--- src/design/smbe_pkg.sv ---
package smbe_pkg;

  typedef enum logic {
    CMD_LOAD = 1'b0,
    CMD_TICK = 1'b1
  } cmd_e;

  // One classified item as it sits in the queue between front and back.
  typedef struct packed {
    cmd_e       kind;
    logic [7:0] tx_byte;
    logic       device;
    logic       end_frame;
    logic       miso_level;
  } item_t;

  // One result item as held in the output register.
  typedef struct packed {
    logic       sck;
    logic       mosi;
    logic       cs_memory_n;
    logic       cs_reader_n;
    logic [7:0] rx_byte;
    logic       rx_valid;
    logic       busy_res;
    logic       load_rejected;
  } res_t;

endpackage

--- src/design/smbe_front.sv ---
module smbe_front (
  input  logic                clk_i,
  input  logic                rst_ni,
  input  logic                in_valid_i,
  output logic                in_ready_o,
  input  logic                cmd_i,
  input  logic [7:0]          tx_byte_i,
  input  logic                device_i,
  input  logic                end_frame_i,
  input  logic                miso_level_i,
  output logic                q_valid_o,
  output smbe_pkg::item_t     q_item_o,
  input  logic                q_pop_i
);
  import smbe_pkg::*;

  item_t      mem_q [2];
  logic       wr_ptr_q, rd_ptr_q;
  logic [1:0] count_q;
  item_t      item;
  logic       push, pop;

  assign in_ready_o = (count_q != 2'd2);
  assign q_valid_o  = (count_q != 2'd0);
  assign q_item_o   = mem_q[rd_ptr_q];
  assign push       = in_valid_i && in_ready_o;
  assign pop        = q_pop_i && q_valid_o;

  // Classify the item and keep only the fields its kind uses.
  always_comb begin
    item = '0;
    if (cmd_i == CMD_TICK) begin
      item.kind       = CMD_TICK;
      item.miso_level = miso_level_i;
    end else begin
      item.kind      = CMD_LOAD;
      item.tx_byte   = tx_byte_i;
      item.device    = device_i;
      item.end_frame = end_frame_i;
    end
  end

  always_ff @(posedge clk_i) begin
    if (push) begin
      mem_q[wr_ptr_q] <= item;
    end
  end

  always_ff @(posedge clk_i or negedge rst_ni) begin
    if (!rst_ni) begin
      wr_ptr_q <= 1'b0;
      rd_ptr_q <= 1'b0;
      count_q  <= 2'd0;
    end else begin
      if (push) begin
        wr_ptr_q <= ~wr_ptr_q;
      end
      if (pop) begin
        rd_ptr_q <= ~rd_ptr_q;
      end
      if (push && !pop) begin
        count_q <= count_q + 2'd1;
      end else if (pop && !push) begin
        count_q <= count_q - 2'd1;
      end
    end
  end

endmodule

--- src/design/smbe_back.sv ---
module smbe_back #(
  parameter int WORD_BITS   = 8,
  parameter int NUM_SELECTS = 2
) (
  input  logic                clk_i,
  input  logic                rst_ni,
  input  logic                q_valid_i,
  input  smbe_pkg::item_t     q_item_i,
  output logic                q_pop_o,
  output logic                out_valid_o,
  input  logic                out_ready_i,
  output smbe_pkg::res_t      res_o
);
  import smbe_pkg::*;

  localparam int CNT_W = $clog2(WORD_BITS + 1);
  localparam logic [CNT_W-1:0] LAST_BIT = CNT_W'(WORD_BITS - 1);

  logic [WORD_BITS-1:0]   tx_q, tx_d, rx_q, rx_d, tx_load;
  logic [CNT_W-1:0]       cnt_q, cnt_d;
  logic                   half_q, half_d;
  logic                   active_q, active_d;
  logic                   dev_q, dev_d;
  logic                   release_q, release_d;
  logic [NUM_SELECTS-1:0] sel_q, sel_d;
  logic                   clk_q, clk_d;
  logic                   data_q, data_d;
  logic                   rx_done, rejected;
  logic [7:0]             rx_low;
  logic                   cs1;
  logic                   out_valid_q;
  res_t                   res_q, res_d;

  // Words wider than a byte load with zero upper bits; narrower ones keep the low bits.
  generate
    if (WORD_BITS > 8) begin : g_wide
      assign tx_load = {{(WORD_BITS-8){1'b0}}, q_item_i.tx_byte};
      assign rx_low  = rx_d[7:0];
    end else if (WORD_BITS == 8) begin : g_byte
      assign tx_load = q_item_i.tx_byte;
      assign rx_low  = rx_d;
    end else begin : g_narrow
      assign tx_load = q_item_i.tx_byte[WORD_BITS-1:0];
      assign rx_low  = {{(8-WORD_BITS){1'b0}}, rx_d};
    end
    if (NUM_SELECTS > 1) begin : g_cs1
      assign cs1 = sel_d[1];
    end else begin : g_no_cs1
      assign cs1 = 1'b1;
    end
  endgenerate

  assign out_valid_o = out_valid_q;
  assign res_o       = res_q;
  assign q_pop_o     = q_valid_i && (!out_valid_q || out_ready_i);

  always_comb begin
    tx_d      = tx_q;
    rx_d      = rx_q;
    cnt_d     = cnt_q;
    half_d    = half_q;
    active_d  = active_q;
    dev_d     = dev_q;
    release_d = release_q;
    sel_d     = sel_q;
    clk_d     = clk_q;
    data_d    = data_q;
    rx_done   = 1'b0;
    rejected  = 1'b0;
    if (q_item_i.kind == CMD_LOAD) begin
      if (active_q) begin
        rejected = 1'b1;
      end else begin
        tx_d      = tx_load;
        rx_d      = '0;
        cnt_d     = '0;
        half_d    = 1'b0;
        active_d  = 1'b1;
        dev_d     = q_item_i.device;
        release_d = q_item_i.end_frame;
        for (int i = 0; i < NUM_SELECTS; i++) begin
          if (int'(q_item_i.device) == i) begin
            sel_d[i] = 1'b0;
          end
        end
      end
    end else if (active_q) begin
      if (!half_q) begin
        // Falling edge: present the next bit.
        clk_d  = 1'b0;
        data_d = tx_q[WORD_BITS-1];
        tx_d   = tx_q << 1;
        half_d = 1'b1;
      end else begin
        // Rising edge: sample the input line.
        clk_d  = 1'b1;
        rx_d   = {rx_q[WORD_BITS-2:0], q_item_i.miso_level};
        half_d = 1'b0;
        if (cnt_q == LAST_BIT) begin
          rx_done  = 1'b1;
          active_d = 1'b0;
          cnt_d    = '0;
          if (release_q) begin
            for (int i = 0; i < NUM_SELECTS; i++) begin
              if (int'(dev_q) == i) begin
                sel_d[i] = 1'b1;
              end
            end
          end
        end else begin
          cnt_d = cnt_q + CNT_W'(1);
        end
      end
    end
  end

  always_comb begin
    res_d.sck           = clk_d;
    res_d.mosi          = data_d;
    res_d.cs_memory_n   = sel_d[0];
    res_d.cs_reader_n   = cs1;
    res_d.rx_byte       = rx_done ? rx_low : 8'd0;
    res_d.rx_valid      = rx_done;
    res_d.busy_res      = active_d;
    res_d.load_rejected = rejected;
  end

  always_ff @(posedge clk_i) begin
    if (q_pop_o) begin
      res_q <= res_d;
    end
  end

  always_ff @(posedge clk_i or negedge rst_ni) begin
    if (!rst_ni) begin
      tx_q        <= '0;
      rx_q        <= '0;
      cnt_q       <= '0;
      half_q      <= 1'b0;
      active_q    <= 1'b0;
      dev_q       <= 1'b0;
      release_q   <= 1'b0;
      sel_q       <= '1;
      clk_q       <= 1'b1;
      data_q      <= 1'b1;
      out_valid_q <= 1'b0;
    end else begin
      if (q_pop_o) begin
        tx_q        <= tx_d;
        rx_q        <= rx_d;
        cnt_q       <= cnt_d;
        half_q      <= half_d;
        active_q    <= active_d;
        dev_q       <= dev_d;
        release_q   <= release_d;
        sel_q       <= sel_d;
        clk_q       <= clk_d;
        data_q      <= data_d;
        out_valid_q <= 1'b1;
      end else if (out_ready_i) begin
        out_valid_q <= 1'b0;
      end
    end
  end

endmodule

--- src/design/spi_master_byte_exchange.sv ---
// SPI master, mode 3 (clock idles high, MSB first), with active-low selects.
// Input channel (in_valid_i/in_ready_o): cmd_i = 0 loads tx_byte_i for the
// device named by device_i, end_frame_i releasing its select when the word
// completes; cmd_i = 1 is a half-bit tick, miso_level_i sampled on a rise.
// Output channel (out_valid_o/out_ready_i): exactly one result item per input
// item, showing pin levels after it, the received byte with rx_valid_o on the
// completing tick, busy_res_o, and load_rejected_o for a load while busy.
// The item is written into the two-entry queue at the accepting edge and is
// executed into the output register once the back end pops it, which waits
// while a stalled result still occupies the output register.
// Throughput is one item per cycle while the receiver does not stall, as the
// back end updates the shift registers and pin state for each item it pops.
// When the receiver stalls, the result stays in the output register and up
// to two more items collect in the queue before in_ready_o drops.
// Reset empties the queue and output register, raises the held select, clock
// and data levels behind the pins, and clears the shift registers and bit count.
module spi_master_byte_exchange #(
  parameter int WORD_BITS   = 8,
  parameter int NUM_SELECTS = 2
) (
  input  logic       clk_i,
  input  logic       rst_ni,
  input  logic       in_valid_i,
  output logic       in_ready_o,
  input  logic       cmd_i,
  input  logic [7:0] tx_byte_i,
  input  logic       device_i,
  input  logic       end_frame_i,
  input  logic       miso_level_i,
  output logic       out_valid_o,
  input  logic       out_ready_i,
  output logic       sck_o,
  output logic       mosi_o,
  output logic       cs_memory_n_o,
  output logic       cs_reader_n_o,
  output logic [7:0] rx_byte_o,
  output logic       rx_valid_o,
  output logic       busy_res_o,
  output logic       load_rejected_o
);
  import smbe_pkg::*;

  logic  q_valid, q_pop;
  item_t q_item;
  res_t  res;

  smbe_front u_front (
    .clk_i        (clk_i),
    .rst_ni       (rst_ni),
    .in_valid_i   (in_valid_i),
    .in_ready_o   (in_ready_o),
    .cmd_i        (cmd_i),
    .tx_byte_i    (tx_byte_i),
    .device_i     (device_i),
    .end_frame_i  (end_frame_i),
    .miso_level_i (miso_level_i),
    .q_valid_o    (q_valid),
    .q_item_o     (q_item),
    .q_pop_i      (q_pop)
  );

  smbe_back #(
    .WORD_BITS   (WORD_BITS),
    .NUM_SELECTS (NUM_SELECTS)
  ) u_back (
    .clk_i       (clk_i),
    .rst_ni      (rst_ni),
    .q_valid_i   (q_valid),
    .q_item_i    (q_item),
    .q_pop_o     (q_pop),
    .out_valid_o (out_valid_o),
    .out_ready_i (out_ready_i),
    .res_o       (res)
  );

  assign sck_o           = res.sck;
  assign mosi_o          = res.mosi;
  assign cs_memory_n_o   = res.cs_memory_n;
  assign cs_reader_n_o   = res.cs_reader_n;
  assign rx_byte_o       = res.rx_byte;
  assign rx_valid_o      = res.rx_valid;
  assign busy_res_o      = res.busy_res;
  assign load_rejected_o = res.load_rejected;

  // A completed word ends the exchange on a rising clock edge.
  assert property (@(posedge clk_i) disable iff (!rst_ni)
    out_valid_o && rx_valid_o |-> sck_o && !busy_res_o)
    else $error("word completed without a rising edge or while still busy");

  // A rejected load leaves the running exchange in place.
  assert property (@(posedge clk_i) disable iff (!rst_ni)
    out_valid_o && load_rejected_o |-> busy_res_o && !rx_valid_o)
    else $error("rejected load reported outside an exchange");

  // A result is never dropped while the receiver stalls.
  assert property (@(posedge clk_i) disable iff (!rst_ni)
    out_valid_o && !out_ready_i |=> out_valid_o && $stable(rx_byte_o))
    else $error("stalled result lost");

endmodule
--- config.mk ---
export PLATFORM = sky130hd
export DESIGN_NAME = spi_master_byte_exchange
export DESIGN_NICKNAME = d
export VERILOG_FILES = /design/src/design/smbe_pkg.sv /design/src/design/smbe_front.sv /design/src/design/smbe_back.sv /design/src/design/spi_master_byte_exchange.sv
export SDC_FILE = /design/constraint.sdc
export NUM_CORES = 1
export LEC_CHECK = 0
export ABC_AREA = 0
export BUFFER_PORTS_ARGS = -buffer_cell sky130_fd_sc_hd__buf_2
export CAP_MARGIN = 20
export CORE_MARGIN = 3
export CORE_UTILIZATION = 62
export DETAILED_ROUTE_END_ITERATION = 7
export PLACE_DENSITY_LB_ADDON = 0.25
export SLEW_MARGIN = 20
export SYNTH_ARGS = -nofsm -noshare
export SYNTH_HDL_FRONTEND = slang
export SYNTH_SLANG_ARGS = --single-unit
--- constraint.sdc ---
create_clock -name clk_i -period 4.5 [get_ports clk_i]
set_input_delay 0 -clock clk_i [delete_from_list [all_inputs] [get_ports clk_i]]
set_output_delay 0 -clock clk_i [all_outputs]
set_load 0.01 [all_outputs]
# Word-level counts from Yosys, hierarchy flattened
# Memory sizes are Yosys's and may differ from the RTL's.
# Cells that the tools add are included.
# Widths: inputs -> output; s select.
[classes]
add_sub_neg = 3
reduce_logical = 16
muxes = 51
bitwise = 4
eq_ne = 6
[ops]
columns = ["operator", "count"]
rows = [
  ["$mux 8", 8],
  ["$mux 1", 29],
  ["$mux 4", 5],
  ["$mux 2", 8],
  ["$mux 10", 1],
  ["$ne 2x2->1 const B", 4],
  ["$reduce_and 4->1", 2],
  ["$reduce_and 3->1", 2],
  ["$reduce_bool 2->1", 3],
  ["$logic_and 1x1->1", 5],
  ["$add 4x1->4 const B", 1],
  ["$eq 4x3->1 const B", 1],
  ["$not 1->1", 4],
  ["$logic_not 1->1", 3],
  ["$add 2x1->2 const B", 1],
  ["$ne 2x1->1 const B", 1],
  ["$sub 2x1->2 const B", 1],
  ["$logic_or 1x1->1", 1],
]
[word_totals]
mem_bits_rw = 24
output_inout_bits = 17
memories = 1
ff_bits = 48
[mem_list]
columns = ["memory", "depth", "width", "rd", "rd_clocked_by_memory_dff", "wr", "line_no", "source"]
rows = [
  ["u_front.mem_q", 2, 12, 1, 0, 1, "smbe_front.sv:17", "item_t mem_q [2];"],
]

# Depth between registers and ports, before layout
[logic_depth]
word_depth = 7
ltp_mapped = 8
depth_no_buf = 7

# Modules after synthesis
# Synthesis repeated with hierarchy kept, for this count alone.
[unflattened]
hier_cells = 253
hier_area_um2 = 3203.1
[by_module_without_submodules]
columns = ["module", "area_per_inst_um2", "cells_per_inst", "instances"]
rows = [
  ["smbe_back", 2052.0, 186, 1],
  ["smbe_front", 1151.1, 67, 1],
]

# Worst setup path before layout
# No wires, ideal clock.
[synth_timing]
kind = "reg-to-reg"
start = "reg u_front.rd_ptr_q"
end = "reg u_back.tx_q[0]"
arrival_ps = 1900
slack_ps = 2475
path_stages_with_launch = 9
path_cell_list = "dfrtp_1 -> buf_6 -> mux2_4 -> inv_2 -> buf_2 -> ha_1 -> nor3_2 -> nand2_4 -> mux2_4"
[synth_between]
elab_chain_len = 3
[synth_lines]
columns = ["item", "line_no", "source"]
rows = [
  ["from (decl)", "smbe_front.sv:18", "logic wr_ptr_q, rd_ptr_q;"],
  ["from (signal assigned)", "smbe_front.sv:59", "rd_ptr_q <= ~rd_ptr_q;"],
  ["$mem_v2 2x12 (*)", "-", ""],
  ["$ne 2x2->1 (no line), or another cell as far along", "-", ""],
  ["$reduce_and 4->1 (no line) or $mux 8 (tied branches)", "-", ""],
  ["to (signal assigned)", "smbe_back.sv:149", "tx_q <= tx_d;"],
  ["to (decl)", "smbe_back.sv:19", "logic [WORD_BITS-1:0] tx_q, tx_d, rx_q, rx_d, tx_load;"],
]
# Every way passes the cells marked *; elsewhere a longest branch is shown, timed or not. The select of a mux whose other input is x is not followed.
# A chain may end at the register's enable or synchronous reset.

# Worst setup path in the final report
[layout_timing]
start = "reg u_front.rd_ptr_q"
end = "reg u_back.tx_q[6]"
# The elaborated chain is that of the path after synthesis.

==> results_dict.tcl <==
set metrics [dict create \
    outcome "finished, final reports clean" \
    start_util 0.650 \
    powerDensity_mw_per_mm2 616 \
    synthCells 235 \
    endpoint_kind "register" \
    die-area_mm2 0.00594 \
    hold_path.class "input pin to register" \
    antenna_found_initial 0 \
    die_h_um 77.1 \
    worst_slack_ps 1890 \
    instances_no_fill 347 \
    cts.sinks 71 \
    cts_resized 0 \
    peakVddDrop_v 0.000393 \
    finalNetCount 295 \
    groute.usage.overall 0.208 \
    min_period_ps 2610 \
    place_area_mm2 0.00332 \
    drcViolationCount 0 \
    cts_buffer_depth 2 \
    drive_gt1_frac 0.250 \
    antenna_cells 0 \
    dr_total_vias 1951 \
    cts_tree "yes" \
    synth_nets 255 \
    hold_viol 0 \
    slew_viol_final 0 \
    dp.cells 324 \
    crit_required_ps 4720 \
    cp_data_arrival_time_ps 2830 \
    utilization 0.742 \
    ant_nets 0 \
    synthArstFlopShare 0.451 \
    worstSetupStartpointType "register" \
    area_delta_synth_final_pct 14.2 \
    top_level_ports 33 \
    ys_top_cells_by_area "edfxtp_1, dfrtp_1, mux2i_1, mux2_4, dfstp_2" \
    numCtsBuffers 9 \
    wirelength_um 5420 \
    yosysTopAreaCell "edfxtp_1" \
    worst_pin_slew_ps 993 \
    ys.flop_type "edfxtp_1" \
    rsz0062_at_grt "false" \
    cts.clk_slew.worst_paths_ps 70 \
    stdcell_area_mm2 0.00358 \
    clock.fmax_mhz 383 \
    grt_pass1_wl_um 9350 \
    root_buffer "clkbuf_8" \
    setup_viol 0 \
    leakage_nw 1.47 \
    dp_slack_ps 1900 \
    num_rows 25 \
    ys_seq_area_frac 0.631 \
    grt_max_degree 33 \
    wl_per_cell_um 15.6 \
    worst-setup-path-type "register to register" \
    path_max_fanout 25 \
    synth.avg_cell_area_um2 13.3 \
    layout_common_cells "edfxtp_1, buf_2, dfrtp_1, nand2_1, o21ai_0" \
    yosys_warnings 0 \
    htreeDepth 3 \
    port_buffers 32 \
    clkLatencyLatePin_ps 340 \
    synth-seq-cells 71 \
    grt-ovfl-total 0 \
    dp_hpwl_um 3550 \
    die_w_um 77.1 \
    synth_cell_types 43 \
    fin_skew_ps 6.07 \
    vias_per_cell 5.62 \
    max-cap-violations 0 \
    final_common_cell "edfxtp_1" \
    core_mm2 0.00482 \
    tns_ps 0 \
    max_slew_margin 0.336 \
    drt-pass1-iter-count 4 \
    fin_crit_sh 0.581 \
    synth_area_mm2 0.00313 \
    place.gp.congestion 0.813 \
    synth_edf_count 39 \
    drt_iter0_markers 213 \
    synth_top_area_share 0.374 \
    grt_pass1_vias 1978 \
]
final timing paths:
| check | depth (start not counted) | slack [ps] | start | endpoint |
|---|---|---|---|---|
| max in group asynchronous | 2 | 3780 | rst_ni | u_back.cnt_q[2]$_DFFE_PN0P_ |
| worst min-delay path | 2 | 8 | tx_byte_i[2] | u_front.mem_q[0][5]$_DFFE_PP_ |
| worst min register to register | 1 | 490 | u_front.wr_ptr_q$_DFFE_PN0P_ | u_front.wr_ptr_q$_DFFE_PN0P_ |
| worst max register to register | 6 | 1890 | u_front.rd_ptr_q$_DFFE_PN0P_ | u_back.tx_q[6]$_DFFE_PN0P_ |
| worst max-delay path | 6 | 1890 | u_front.rd_ptr_q$_DFFE_PN0P_ | u_back.tx_q[6]$_DFFE_PN0P_ |
| min in group asynchronous | 2 | 250 | rst_ni | u_back.rx_q[2]$_DFFE_PN0P_ |
flip-flops by register name, indices dropped and copies added, names as in the netlist, 2 cells and up:
register / count
u_back.cnt_q: 4
u_back.res_o: 15
u_back.rx_q: 7
u_back.sel_q: 2
u_back.tx_q: 8
u_front.count_q: 2
u_front.mem_q: 24
cells by family (layout without fill, tap and decap cells):
group	count (synthesis)	in the layout	synth area share
buf+inv	18	63	0.0272
compound gates	44	44	0.0971
flops	71	71	0.631
simple gates	68	68	0.119
mux	25	25	0.0955
xor+xnor	5	5	0.0140
fa+ha+maj	4	4	0.0160
worst max-delay path, stage by stage, from the launching register on:
cell     delay, ps
dfrtp_1        800
mux2_4         440
inv_2          170
ha_1           250
nor3_2         320
nand2_4        180
mux2_4         330
metrics by stage:
stage	hold WS (ps)	power, mW
floorplan	-296	1.58
global placement	94.4	1.71
detailed placement	102	1.74
CTS	2.89	2.21
global route	30.9	2.35
finish	7.68	2.20
area by class of cell:
cell class | instances | area [um^2]
flip-flops and latches | 71 | 1980
multi-input cells | 146 | 1070
inverters | 7 | 26.3
clock inverters | 1 | 5.00
repair buffers | 40 | 238
clock buffers | 15 | 176
well taps | 67 | 83.8
fillers | 342 | 1240
cells in the mapped netlist, drive strengths merged (7+ instances only):
| cell | instances |
|---|---|
| edfxtp | 39 |
| o21ai | 15 |
| and2 | 7 |
| o2bb2ai | 8 |
| mux2i | 13 |
| nor2b | 11 |
| nand2 | 23 |
| nor2 | 9 |
| dfrtp | 28 |
| nor3 | 7 |
| buf | 7 |
| inv | 7 |
| mux2 | 12 |
routing by layer:
layer / track usage / vias up / wire length [um]
met3: 0.0587 / 14 / 330
met5: 0 / - / 0
li1: - / 939 / -
met2: 0.334 / 77 / 2710
met4: 0.110 / 0 / 146
met1: 0.256 / 921 / 2230
report_power, final:
part           switching [mW]  internal, mW  total (mW)
combinational           0.363         0.306       0.669
clock                   0.218         0.246       0.464
sequential              0.145         0.924        1.07
total                   0.727          1.48        2.20
what timing repair did:
item                                   in CTS  in global routing
endpoints found under the hold margin      38                  0
buffers inserted                            0                  0
hold buffers                                7                  0
(Power assumes the default switching activity.)
